--- src/rtl/vpc_ram.sv ---
`timescale 1ns / 1ps

module vpc_ram #(
  parameter int WIDTH = 8,
  parameter int DEPTH = 64
) (
  input  logic                     clk,
  input  logic                     we,
  input  logic [$clog2(DEPTH)-1:0] waddr,
  input  logic [WIDTH-1:0]         wdata,
  input  logic [$clog2(DEPTH)-1:0] raddr,
  output logic [WIDTH-1:0]         rdata
);

  logic [WIDTH-1:0] mem [DEPTH];
  logic [WIDTH-1:0] rdata_r;

  // One write port, one registered read port
  always_ff @(posedge clk) begin
    if (we) begin
      mem[waddr] <= wdata;
    end
    rdata_r <= mem[raddr];
  end

  assign rdata = rdata_r;

endmodule

--- config.mk ---
export PLATFORM = sky130hd
export DESIGN_NAME = vpc_ram
export DESIGN_NICKNAME = d
export VERILOG_FILES = /design/src/rtl/vpc_ram.sv
export SDC_FILE = /design/constraint.sdc
export NUM_CORES = 1
export LEC_CHECK = 0
export BUFFER_PORTS_ARGS = -buffer_cell sky130_fd_sc_hd__buf_2
export CORE_AREA = 2 2 215 217
export DETAILED_ROUTE_END_ITERATION = 16
export DIE_AREA = 0 0 217 219
export PLACE_DENSITY = 0.71
export SYNTH_ARGS = -nofsm -noshare
export SYNTH_HDL_FRONTEND = slang
export SYNTH_SLANG_ARGS = --single-unit
--- constraint.sdc ---
create_clock -name clk -period 2.5 [get_ports clk]
set_input_delay 0.5 -clock clk [delete_from_list [all_inputs] [get_ports clk]]
set_output_delay 0.5 -clock clk [all_outputs]
set_load 0.01 [all_outputs]
==> results.cfg <==
[detailed_routing]
wl_per_cell_um = 25.7
num_vias = 9997
via_per_inst = 5.73
drtAntennaViolNets = 0
dr.pass1.iters = 6
drt_iter0_drc = 1121
route.detailed.drc = 0
wirelength_mm = 44.8

[die]
dieArea_sq_um = 47500
start_util = 0.447
core_area_sq_um = 45100
die_h_um = 219
die_x_um = 217
io_pins = 30
rows = 78

[logic_synthesis]
yosysUniqueCellTypes = 40
synth_fa_ha_area_frac = 0
syn_inst = 940
synth_top_area_share = 0.762
syn_nets = 962
synth_xor_xnor_area_share = 0
syn_avg_cell_area_sq_um = 21.5
muxShareOfSynthArea = 0.159
yosys_warnings = 0
ys_ff_latch = 520
yosysSeqAreaShare = 0.770
synth_top_family_by_area = multiplexers
netlist_area_sq_um = 20200
synth-simple-area-share = 0.0339
synth_compound_area_frac = 0.0207
synth_area_leaders = edfxtp_1, mux4_2, nor2_1, mux2i_1, dfxtp_1
synth_area_leader_cell = edfxtp_1

[pwr]
swShare = 0.207
p_total_mw = 17.7
seqPwrFrac = 0.546
powerDensity_nw_per_um2 = 758
net-switching-power_mw = 3.67
power.share.clock = 0.400
ir_drop_mv = 0.470
combPwrFrac = 0.054
static-leakage-power_nw = 7.55
intPower_mw = 14.1

[grt]
overflow = 0
antenna_found_initial = 1
track_usage = 0.194
grt_pass1_vias = 10300
grt_max_degree = 65
grt_pass1_wl_mm = 67.3

[clock_tree]
worstSkewPairLatency_ps = 570
cts_root_buffer = clkbuf_16
cts_max_level = 2
clk_pin_slew_ps = 60
cts_sinks = 520
cts-buffers-inserted = 49
cts_buffer_depth = 3
cts_tree = done
cts.repair.resized = 0
cts_setup_buffers = 0
ctsHoldBuffers = 0

[cells_and_area]
most-common-layout-cells = edfxtp_1, buf_4, mux4_2
area_growth_pct = 15.9
post-route-util = 0.519
fin_nets = 1126
drive_gt1_frac = 0.327
diodes = 0
mostFrequentLayoutCell = edfxtp_1

[critical_path]
crit_path_end_kind = register
worstPathCellList = clkbuf_8 -> buf_4 -> mux4_2 -> nor2b_1 -> a2111oi_0 -> buf_4 -> o41ai_1
arrival_ps = 2480
critPathMostFrequentCell = buf_4
slowest_delay_ps = 520
worstPathMaxFanout = 17
cp-start-kind = primary input
critPathSlowestCell = mux4_2
cp_top_family = buffers and inverters
path_buf_inv = 3
critPathRequiredTime_ps = 2940
critPathKind = primary input to register

[sta]
tns_ps = 0
worst_pin_slew_ps = 764
clock-skew-final_ps = 21.9
fin_hold_ws_ps = 371
finalHoldViolations = 0
slew_violations = 0
timing.fmax_ghz = 0.490
setup_viol = 0
period_share = 0.817
rsz0062_at_grt = false
max-slew-margin-rel = 0.490
period_needed_ps = 2040

[place]
io_buffers = 29
place_congestion = 0.825
dp_hpwl_mm = 28.3

[flow_run]
drv_cap = 0

[run_status]
status = finished, final reports clean

[worst_hold_path]
hp-class = primary input to register
-- metal layers --
metal  up-vias  track usage  wire [um]
li1       4249            -          -
met1      5225        0.266      17900
met2       438        0.321      22200
met3        83       0.0256       3150
met4         2       0.0696       1590
met5         -            0         13
-- power groups by stage --
stage | Sequential [mW] | Combinational, mW | Clock, mW
after floorplan | 9.86 | 0.514 | 0
after global placement | 9.87 | 0.931 | 0
after detailed placement | 9.87 | 0.953 | 0
after CTS | 9.69 | 0.958 | 7.21
after global routing | 9.68 | 1.01 | 7.55
final | 9.69 | 0.949 | 7.10
-- path summary, 6_finish.rpt --
| kind | cells past startpoint | startpoint | slack [ps] | to |
|---|---|---|---|---|
| min reg2reg | 3 | mem[30][6] | 840 | rdata[6] |
| max reg2reg | 6 | mem[29][6] | 530 | rdata[6] |
| max | 7 | raddr[0] | 460 | rdata[3] |
| min | 1 | wdata[1] | 370 | mem[17][1] |
-- synthesized netlist by cell type --
library cell and instances:
a2111oi_0 2, a211oi_1 4, a21oi_1 3, a221oi_1 6, a22oi_1 3, a31oi_1 1, and2_1 1, buf_1 4
buf_12 2, buf_2 11, buf_4 13, buf_6 4, clkbuf_1 17, dfxtp_1 8, edfxtp_1 512, mux2_2 13
mux2i_1 23, mux4_2 126, nand2_1 19, nand2b_1 7, nand3_1 13, nand3b_1 3, nand4_1 2, nand4b_1 1
nor2_1 83, nor2b_1 14, nor3_1 7, nor4_1 2, o2111ai_1 3, o21a_1 2, o21ai_0 2, o21ai_1 2
o221a_2 2, o221ai_1 8, o22ai_1 8, o2bb2ai_1 3, o311ai_1 1, o32ai_1 2, o41ai_1 2, or3_1 1
-- worst reg2reg max path, stage by stage, from the launching register on --
cell,delay [ps]
edfxtp_1,350
mux4_2,470
mux2_2,300
o221a_2,290
nor3_1,200
buf_4,160
o32ai_1,80
-- flip-flops by register name, indices dropped and copies added, names as in the netlist --
register,count
mem,512
rdata,8
-- per-stage QoR --
step,setup slack [ps],instances,cell area [sq um]
global placement,-40.8,1653,21800
detailed placement,-273,1653,21800
floorplan,332,940,20200
global route,316,1744,23400
finish,459,1744,23400
CTS,440,1744,23400
-- cell families after synthesis --
logic type / Yosys count
flip-flops: 520
AO/OA/AOI/OAI: 54
AND/OR/NAND/NOR: 153
buffers and inverters: 51
multiplexers: 162
-- cell type report --
class | instances | area (sq um)
clock buffer | 59 | 1310
sequential | 520 | 15500
clock inverter | 32 | 228
fill | 3490 | 21700
tap | 600 | 751
multi-input combinational | 369 | 4320
timing repair buffer | 164 | 1250
Power figures use the tool's default switching activity.
